==> src/rtl/core/pfts_pkg.sv <==
// ----------------------------------------------------------------------------
// pfts_pkg: shared types and constants
// Slot and queue entry types, command bundle for the cell row, and codes of
// the priority frame transmit scheduler.
// ----------------------------------------------------------------------------
`default_nettype none

package pfts_pkg;

  localparam int SLOTS           = 16;
  localparam int SLOT_W          = $clog2(SLOTS);
  localparam int PRIO_W          = 8;
  localparam int LEN_W           = 10;
  localparam int MAX_FRAME_BYTES = 512;

  localparam logic ACT_ENQUEUE = 1'b0;
  localparam logic ACT_DONE    = 1'b1;

  typedef enum logic [2:0] {
    ST_QUEUED         = 3'd0,
    ST_QUEUED_STARTED = 3'd1,
    ST_REJECTED       = 3'd2,
    ST_DONE_STARTED   = 3'd3,
    ST_DONE_IDLE      = 3'd4
  } status_t;

  // One frame descriptor as it sits in a queue cell or in the transmitter.
  // The two_sends flag means the corrupted copy still has to go out first.
  typedef struct packed {
    logic              valid;
    logic [SLOT_W-1:0] slot;
    logic [PRIO_W-1:0] prio;
    logic [LEN_W-1:0]  len;
    logic              reliable;
    logic              two_sends;
  } entry_t;

  typedef struct packed {
    logic   ins;
    logic   pop;
    entry_t ent;
  } q_cmd_t;

endpackage

`default_nettype wire

==> src/rtl/core/pfts_cell.sv <==
// ----------------------------------------------------------------------------
// pfts_cell: one cell of the sorted queue
// Holds one descriptor. On insert it keeps its entry, takes the new one, or
// takes its left neighbor's; on pop it takes its right neighbor's.
// ----------------------------------------------------------------------------
`default_nettype none

module pfts_cell
  import pfts_pkg::*;
(
  input  wire logic   clk,
  input  wire logic   rst,
  input  wire q_cmd_t cmd,
  input  wire entry_t left_ent,
  input  wire logic   left_keep,
  input  wire entry_t right_ent,
  output entry_t      ent,
  output logic        keep
);

  entry_t ent_next;

  // Entries of equal or higher priority stay ahead of the new one.
  assign keep = ent.valid && (ent.prio >= cmd.ent.prio);

  always_comb begin
    ent_next = ent;
    if (cmd.ins) begin
      if (!keep) begin
        ent_next = left_keep ? cmd.ent : left_ent;
      end
    end else if (cmd.pop) begin
      ent_next = right_ent;
    end
  end

  always_ff @(posedge clk) begin
    if (rst) begin
      ent.valid <= 1'b0;
    end else begin
      ent.valid <= ent_next.valid;
    end
  end

  always_ff @(posedge clk) begin
    ent.slot      <= ent_next.slot;
    ent.prio      <= ent_next.prio;
    ent.len       <= ent_next.len;
    ent.reliable  <= ent_next.reliable;
    ent.two_sends <= ent_next.two_sends;
  end

endmodule

`default_nettype wire

==> src/rtl/core/pfts_queue.sv <==
// ----------------------------------------------------------------------------
// pfts_queue: row of queue cells
// Sorted by descending priority, head in cell 0, equal priorities in arrival
// order.
// ----------------------------------------------------------------------------
`default_nettype none

module pfts_queue
  import pfts_pkg::*;
(
  input  wire logic       clk,
  input  wire logic       rst,
  input  wire q_cmd_t     cmd,
  output entry_t          head,
  output logic [SLOTS-1:0] occ
);

  entry_t ent  [SLOTS];
  logic   keep [SLOTS];

  for (genvar i = 0; i < SLOTS; i++) begin : g_cell
    entry_t left_ent;
    logic   left_keep;
    entry_t right_ent;

    if (i == 0) begin : g_first
      assign left_ent  = '0;
      assign left_keep = 1'b1;
    end else begin : g_mid
      assign left_ent  = ent[i-1];
      assign left_keep = keep[i-1];
    end

    if (i == SLOTS - 1) begin : g_last
      assign right_ent = '0;
    end else begin : g_inner
      assign right_ent = ent[i+1];
    end

    pfts_cell u_cell (
      .clk       (clk),
      .rst       (rst),
      .cmd       (cmd),
      .left_ent  (left_ent),
      .left_keep (left_keep),
      .right_ent (right_ent),
      .ent       (ent[i]),
      .keep      (keep[i])
    );

    assign occ[i] = ent[i].valid;
  end

  assign head = ent[0];

endmodule

`default_nettype wire

==> src/rtl/core/priority_frame_transmit_scheduler.sv <==
// ----------------------------------------------------------------------------
// priority_frame_transmit_scheduler: transmit frame scheduler
// Allocates slots from a free map, keeps queued frames in a sorted row of
// cells and starts the queue head whenever the transmitter is free.
//
//  Channel  Dir  Signals                      Contents
//  s_axis   in   tvalid tready tdata tuser    enqueue request or completion
//  m_axis   out  tvalid tready tdata tuser    one result per transfer in
//
// An item passes through accept and queue insert, then a pop of the cell row
// when a frame starts, then the output load.
// The insert and the pop share the cell row, so they take separate steps.
// Reset leaves every slot free, the queue empty and the transmitter idle.
// A stalled output holds the finished result; the next transfer in is taken
// once that result has moved into the output register.
// ----------------------------------------------------------------------------
`default_nettype none

module priority_frame_transmit_scheduler
  import pfts_pkg::*;
(
  input  wire logic        clk,
  input  wire logic        rst,
  input  wire logic        s_axis_tvalid,
  output logic             s_axis_tready,
  input  wire logic [23:0] s_axis_tdata,  // priority_req, qos, sends, frame_length
  input  wire logic [0:0]  s_axis_tuser,  // action
  output logic             m_axis_tvalid,
  input  wire logic        m_axis_tready,
  output logic [23:0]      m_axis_tdata,  // slot, tx_slot, tx_length, tx_corrupt
  output logic [2:0]       m_axis_tuser   // status
);

  typedef enum logic [1:0] {
    S_IDLE,
    S_POP,
    S_DONE
  } state_t;

  localparam logic [LEN_W-1:0] MAX_LEN = LEN_W'(MAX_FRAME_BYTES);

  state_t            state;
  logic [SLOTS-1:0]  free_map;
  logic              tx_busy;
  entry_t            cur;
  logic              from_enq;
  status_t           res_status;
  logic [SLOT_W-1:0] res_slot;
  logic [SLOT_W-1:0] res_tx_slot;
  logic [LEN_W-1:0]  res_tx_len;
  logic              res_tx_corrupt;

  logic              accept;
  logic              act;
  logic [PRIO_W-1:0] in_prio;
  logic              in_qos;
  logic [1:0]        in_sends;
  logic [LEN_W-1:0]  in_len;
  logic [LEN_W-1:0]  len_sat;
  entry_t            new_ent;
  entry_t            ret_ent;
  logic              any_free;
  logic [SLOT_W-1:0] free_idx;
  q_cmd_t            qcmd;
  entry_t            head;
  logic [SLOTS-1:0]  occ;

  assign act      = s_axis_tuser[0];
  assign in_prio  = s_axis_tdata[7:0];
  assign in_qos   = s_axis_tdata[8];
  assign in_sends = s_axis_tdata[10:9];
  assign in_len   = s_axis_tdata[20:11];

  assign s_axis_tready = (state == S_IDLE);
  assign accept        = s_axis_tvalid && s_axis_tready;

  assign len_sat = (in_len > MAX_LEN) ? MAX_LEN : in_len;

  // Lowest-numbered free slot.
  always_comb begin
    free_idx = '0;
    for (int i = SLOTS - 1; i >= 0; i--) begin
      if (free_map[i]) begin
        free_idx = SLOT_W'(i);
      end
    end
  end
  assign any_free = |free_map;

  always_comb begin
    new_ent           = '0;
    new_ent.valid     = 1'b1;
    new_ent.slot      = free_idx;
    new_ent.prio      = in_prio;
    new_ent.len       = len_sat;
    new_ent.reliable  = in_qos;
    new_ent.two_sends = in_qos && in_sends[1];
  end

  // A frame coming back after its corrupted copy has one send left.
  always_comb begin
    ret_ent           = cur;
    ret_ent.valid     = 1'b1;
    ret_ent.two_sends = 1'b0;
  end

  always_comb begin
    qcmd.ins = accept && (((act == ACT_ENQUEUE) && any_free) ||
                          ((act == ACT_DONE) && tx_busy && cur.two_sends));
    qcmd.pop = (state == S_POP);
    qcmd.ent = (act == ACT_ENQUEUE) ? new_ent : ret_ent;
  end

  pfts_queue u_queue (
    .clk  (clk),
    .rst  (rst),
    .cmd  (qcmd),
    .head (head),
    .occ  (occ)
  );

  always_ff @(posedge clk) begin
    if (rst) begin
      state         <= S_IDLE;
      free_map      <= '1;
      tx_busy       <= 1'b0;
      m_axis_tvalid <= 1'b0;
    end else begin
      if (m_axis_tvalid && m_axis_tready && (state != S_DONE)) begin
        m_axis_tvalid <= 1'b0;
      end
      case (state)
        S_IDLE: begin
          if (accept) begin
            from_enq       <= (act == ACT_ENQUEUE);
            res_slot       <= ((act == ACT_ENQUEUE) && any_free) ? free_idx : '0;
            res_tx_slot    <= '0;
            res_tx_len     <= '0;
            res_tx_corrupt <= 1'b0;
            if (act == ACT_ENQUEUE) begin
              if (!any_free) begin
                res_status <= ST_REJECTED;
                state      <= S_DONE;
              end else begin
                free_map[free_idx] <= 1'b0;
                if (tx_busy) begin
                  res_status <= ST_QUEUED;
                  state      <= S_DONE;
                end else begin
                  state <= S_POP;
                end
              end
            end else if (!tx_busy) begin
              res_status <= ST_DONE_IDLE;
              state      <= S_DONE;
            end else if (cur.two_sends) begin
              state <= S_POP;
            end else begin
              free_map[cur.slot] <= 1'b1;
              if (head.valid) begin
                state <= S_POP;
              end else begin
                tx_busy    <= 1'b0;
                res_status <= ST_DONE_IDLE;
                state      <= S_DONE;
              end
            end
          end
        end
        S_POP: begin
          cur            <= head;
          tx_busy        <= 1'b1;
          res_tx_slot    <= head.slot;
          res_tx_len     <= head.len;
          res_tx_corrupt <= head.two_sends;
          res_status     <= from_enq ? ST_QUEUED_STARTED : ST_DONE_STARTED;
          state          <= S_DONE;
        end
        S_DONE: begin
          if (!m_axis_tvalid || m_axis_tready) begin
            m_axis_tvalid <= 1'b1;
            m_axis_tdata  <= {5'b0, res_tx_corrupt, res_tx_len, res_tx_slot, res_slot};
            m_axis_tuser  <= res_status;
            state         <= S_IDLE;
          end
        end
        default: begin
          state <= S_IDLE;
        end
      endcase
    end
  end

  // Outside the pop state, every slot is free, queued or transmitting, and only one of these.
  a_slot_conservation: assert property (@(posedge clk) disable iff (rst)
    (state != S_POP) |->
      (($countones(free_map) + $countones(occ) + 32'(tx_busy)) == SLOTS))
    else $error("slot accounting broken");

  a_busy_not_free: assert property (@(posedge clk) disable iff (rst)
    ((state == S_IDLE) && tx_busy) |-> !free_map[cur.slot])
    else $error("transmitting slot marked free");

  a_pop_nonempty: assert property (@(posedge clk) disable iff (rst)
    (state == S_POP) |-> head.valid)
    else $error("pop from an empty queue");

  a_queue_packed: assert property (@(posedge clk) disable iff (rst)
    ((occ >> 1) & ~occ) == '0)
    else $error("queue cells not packed toward the head");

endmodule

`default_nettype wire
==> config.mk <==
export PLATFORM = sky130hd
export DESIGN_NAME = priority_frame_transmit_scheduler
export DESIGN_NICKNAME = d
export VERILOG_FILES = /design/src/rtl/core/pfts_pkg.sv /design/src/rtl/core/pfts_cell.sv /design/src/rtl/core/pfts_queue.sv /design/src/rtl/core/priority_frame_transmit_scheduler.sv
export SDC_FILE = /design/constraint.sdc
export NUM_CORES = 1
export LEC_CHECK = 0
export ABC_AREA = 1
export BUFFER_PORTS_ARGS = -buffer_cell sky130_fd_sc_hd__buf_2
export CAP_MARGIN = 10
export CORE_ASPECT_RATIO = 1.5
export CORE_MARGIN = 3
export CORE_UTILIZATION = 45
export DETAILED_ROUTE_END_ITERATION = 16
export GPL_ROUTABILITY_DRIVEN = 0
export RECOVER_POWER = 100
export SYNTH_ARGS = -nofsm -noshare
export SYNTH_HDL_FRONTEND = slang
export SYNTH_SLANG_ARGS = --single-unit
==> constraint.sdc <==
create_clock -name clk -period 4.65 [get_ports clk]
set_input_delay 0.465 -clock clk [delete_from_list [all_inputs] [get_ports clk]]
set_output_delay 0.465 -clock clk [all_outputs]
set_load 0.01 [all_outputs]
# Yosys cells after proc, flatten, opt, wreduce, memory -nomap -nowiden
# Index checks and enable logic that the tools add are counted.
[word_totals] word_cells=346 out_inout_bits=29 input_bits=29 regBits=489
[classes] eq_ne=27 n_bitwise=5 reduce_logical=58 magnitude_cmp=21 muxes=122
[ops] op="$mux W25" count=63
[ops] op="$ge A8 B8 Y1" count=16
[ops] op="$mux W4" count=17
[ops] op="$mux W16" count=4
[ops] op="$ne A2 B2 Y1 const B" count=19
[ops] op="$reduce_and A2 Y1" count=18
[ops] op="$logic_and A1 B1 Y1" count=26
[ops] op="$mux W24" count=1
[ops] op="$mux W3" count=7
[ops] op="$mux W10" count=2
[ops] op="$pmux W10 S2" count=1
[ops] op="$mux W2" count=9
[ops] op="$and A16 B16 Y16" count=1
[ops] op="$not A16 Y16" count=1
[ops] op="$or A16 B16 Y16" count=1
[ops] op="$reduce_or A16 Y1" count=1
[ops] op="$ne A4 B4 Y1 const B" count=3
[ops] op="$reduce_and A3 Y1" count=4
[ops] op="$mux W1" count=11
[ops] op="$gt A10 B10 Y1 const B" count=1
[ops] op="$lt A4 B5 Y1 const B" count=2
[ops] op="$demux W1 S4" count=2
[ops] op="$ge A4 B1 Y1 const B" count=2
[ops] op="$pmux W4 S2" count=1
[ops] op="other kinds (13)" count=20

# Depth between registers and ports, before layout
[depth] depth_word=24 ltp_mapped=20 depth_no_buf=19

# Cells and area by module
# Synthesis repeated with hierarchy kept, for this count alone.
[unflattened] cells_unflattened=3316 area_unflattened_um2=27804.2
[modules_own_cells] module="pfts_cell" seq_area_each_um2=740.7 cells_each=182 area_per_inst_um2=1491.4 n_inst=16
[modules_own_cells] module="priority_frame_transmit_scheduler" seq_area_each_um2=2472.4 cells_each=401 area_per_inst_um2=3926.3 n_inst=1
[modules_own_cells] module="pfts_queue" seq_area_each_um2=0.0 cells_each=3 area_per_inst_um2=15.0 n_inst=1

# Worst setup path before layout
# No wires, ideal clock.
[synth_timing] path_kind="in2reg" start="in s_axis_tuser" end="reg, netlist name u_queue.g_cell[0].u_cell.ent[0]" cell_stages=12 required_time_ps=4270 arrival_ps=3263 n_path_buf=1 setup_slack_ps=1007 setup_time_ps=380 path_cell_list="clkbuf_1 > mux2i_1 > ha_1 > a21oi_1 > o21ai_0 > nand2_1 > o2111ai_1 > nand2_1 > inv_1 > nor2_1 > inv_1 > nand2_1"
[synth_between] elab_chain_cells=6 word_cells_on_any_way=12 classes_between="1 x order compare; 1 x eq/ne; 1 x mux; 1 x bitwise; 8 x reduce/logical"
[synth_lines] element="start: declaration" line="priority_frame_transmit_scheduler.sv:27" rtl="input wire logic [0:0] s_axis_tuser,"
[synth_lines] element="parallel branches: the longest is 5 deep, another holds $ge A8 B8 Y1"
[synth_lines] element="$reduce_and A2 Y1 (no source line) *"
# Every way passes the cells marked *.
# A chain may end at the register's enable or synchronous reset.

==> flow_summary.ini <==
[drt]
wl_per_cell_um = 23.65
met1_length_um = 28790
first_pass_iters = 6
top_layer = met4
drt_iter0_drc = 1660
route.met3.wl_um = 4387
drc_errors = 0
ant_nets = 0
dr_wl_met2_um = 38680
totalWireLength_um = 77590
via_per_inst = 6.055
vias = 19870

[cts]
clk_path_buf_depth = 3
postCtsHoldBufs = 0
clock-sinks = 472
ctsHtreeMaxLevel = 2
cts_tree = built
clkTransAtPathRegs_ps = 70
cts_setup_buffers = 0
cts_root_buf = clkbuf_16
cts-resized-gates = 0
clock_latency_ps = 600
numCtsBuffers = 47

[floorplan]
dieWidth_um = 196.3
core_area_mm2 = 0.05374
core.rowCount = 104
die_h_um = 291.4
dieArea_mm2 = 0.05718
start_util = 0.4546
io_pins = 58

[critical_path]
arrival_ps = 4350
cp-end-kind = flip-flop
worstPathRequired_ps = 5100
cp-start-kind = input pin
cp_max_fo = 22
rrSetupSlack_ps = 1050
rr_worst_depth = 12
worstSetupPathType = input pin to flip-flop
r2r_start = free_map[14]
rr_endpoint = u_queue.g_cell[12].u_cell.ent[11]

[synth]
synth_seq_area_share = 0.5654
synthArstFlopShare = 0
avgSynthCellArea_um2 = 9.707
yosysWarningCount = 0
yosysMostFrequentCell = nand2_1
synthCells = 2517
synth.area.top_cells = edfxtp_1, nand2_1, o22ai_1, ha_1, dfxtp_1
syn_area_mm2 = 0.02443
ys_ff_latch = 472
synthFlopType = edfxtp_1
synth-edff-count = 436
yosysTopAreaCell = edfxtp_1
synth_cell_types = 43
netlist.area_leader.share = 0.5359
ys_top_cells_by_count = nand2_1, edfxtp_1, o22ai_1

[power_and_ir_drop]
p_per_area_mw_per_mm2 = 429.1
p_leak_nw = 11.45
power.total_mw = 11.54
vdd_drop_max_mv = 0.2134

[timing]
fmaxAchievable_mhz = 256.0
setup_tns_ps = 0
slew_headroom = -0.1684
maxSlewViolCount = 48
fin_skew_ps = 25.57
min_period_ps = 3907
period_share = 0.8401
grt_setup_unrepaired = no
fin_ws_ps = 743.5
finalSetupViolCount = 0
final-hold-violation-count = 0
worstMarginPinSlew_ps = 1746

[min_path]
hold_end = state[1]
hp-start = m_axis_tready
hold_class = input pin to flip-flop
holdPathStages = 2

[run_status]
violations = capacitance limit, slew limit
outcome = finished with violations

[global_route]
grt_usage = 0.2655
grt_max_degree = 122
grt_pass1_wl_um = 117200
grt_antenna_before_repair = 0
grt-ovfl-total = 0
grt_pass1_vias = 20410

[job]
cap_violations = 3

[finish]
drive_gt1_frac = 0.07948
postLayoutCoreUtil = 0.5006
nets = 2711
syn2layout_area_growth_pct = 10.11
diodes = 0
layout.cells.non_filler = 3281

[placed_design]
io_buffer_count = 48
dp_hpwl_um = 54450
dp_cells = 3194
pre_cts_slack_ps = 708.3
[worst max path at each step]
stage | from | to
floorplan | s_axis_tuser | u_queue.g_cell[0].u_cell.ent[0]
global placement | s_axis_tuser | u_queue.g_cell[14].u_cell.ent[6]
detailed placement | s_axis_tuser | u_queue.g_cell[15].u_cell.ent[17]
CTS | cur[16] | u_queue.g_cell[15].u_cell.ent[15]
global route | s_axis_tuser | u_queue.g_cell[7].u_cell.ent[6]
finish | s_axis_tuser | u_queue.g_cell[7].u_cell.ent[2]
[layout by cell type, fill, tap and decap left out, types with 2 or more instances in the layout]
cell       synthesis  routed
dfxtp_1           36      36
inv_1            166     168
o2111ai_1         10      10
o22ai_1          305     307
clkinv_1           1       7
clkbuf_1          47      46
nand2_1          810     811
a22oi_1           13      13
buf_12             0      10
clkbuf_16          0      48
ha_1             128     128
o211ai_1           3       3
conb_1             1       5
bufinv_16          0       3
nor3_1             9       9
nor2_1           106     112
nand3_1           47      47
o21bai_1           2       2
edfxtp_1         436     436
o21ai_0           92      97
nand2_4            4       3
or2_2             13      13
nand4_1           15      15
a211o_1            6       6
clkinv_4           0       2
a21boi_0           6       6
clkinv_2           0       7
a31oi_1            4       4
inv_2              7       5
clkbuf_8           0       6
buf_4             35      54
mux2i_2            0       7
clkbuf_2           0      11
nor2_2             9       4
a21oi_1          107     107
buf_2             47      22
nor4_1             8       8
[power by group]
group	internal, mW	switching [mW]	leakage [nW]
Sequential	5.31	0.361	4.41
Combinational	0.650	1.36	6.29
Clock	2.17	1.69	0.748
[final cells by class]
type | instances | area (um2)
Clock inverter | 21 | 197.7
Sequential cell | 472 | 13810
Clock buffer | 66 | 1329
Tap cell | 689 | 862.1
Timing Repair Buffer | 131 | 898.4
Fill cell | 5062 | 26840
Multi-Input combinational cell | 1727 | 9143
Inverter | 175 | 659.4
[metrics by stage]
stage	hold WS, ps	instance area, um2
floorplan	400.3	24450
global placement	403.2	25510
detailed placement	411.0	25510
CTS	38.00	27030
global route	61.64	26900
finish	64.51	26900
[sequential cells by signal (all words and copies together), names as in the netlist]
name,cells
u_queue.g_cell.u_cell.ent,384
cur,23
m_axis_tdata,19
free_map,16
res_tx_len,10
res_slot,4
res_tx_slot,4
m_axis_tuser,3
res_status,3
state,2
from_enq,1
m_axis_tvalid,1
res_tx_corrupt,1
tx_busy,1
[metal layers]
metal / track usage / vias to the layer above
met5: 0 / -
met4: 0.1716 / 0
met3: 0.03323 / 295
met2: 0.4621 / 851
met1: 0.3074 / 9702
li1: - / 9020
[cell families after synthesis]
| kind of cell | after synthesis | synth area share |
|---|---|---|
| multiplexers | 7 | 0.002868 |
| flip-flops | 472 | 0.5654 |
| adder cells (fa/ha/maj) | 128 | 0.06555 |
| buffers and inverters | 322 | 0.06104 |
| AND/OR/NAND/NOR | 1026 | 0.1678 |
| other | 1 | 0.0001535 |
| AO/OA/AOI/OAI | 561 | 0.1372 |
[critical path, cell delays in order]
cell	delay, ps
clkbuf_1	820
clkinv_1	210
or2_2	330
o21ai_0	100
inv_1	270
clkbuf_1	230
ha_1	310
nand2_1	90
nor4_1	50
a211o_1	220
nand2_1	120
nand2_4	50
inv_1	680
o22ai_1	220
nand2_1	140
No activity file was read; power rests on OpenSTA's default activity.
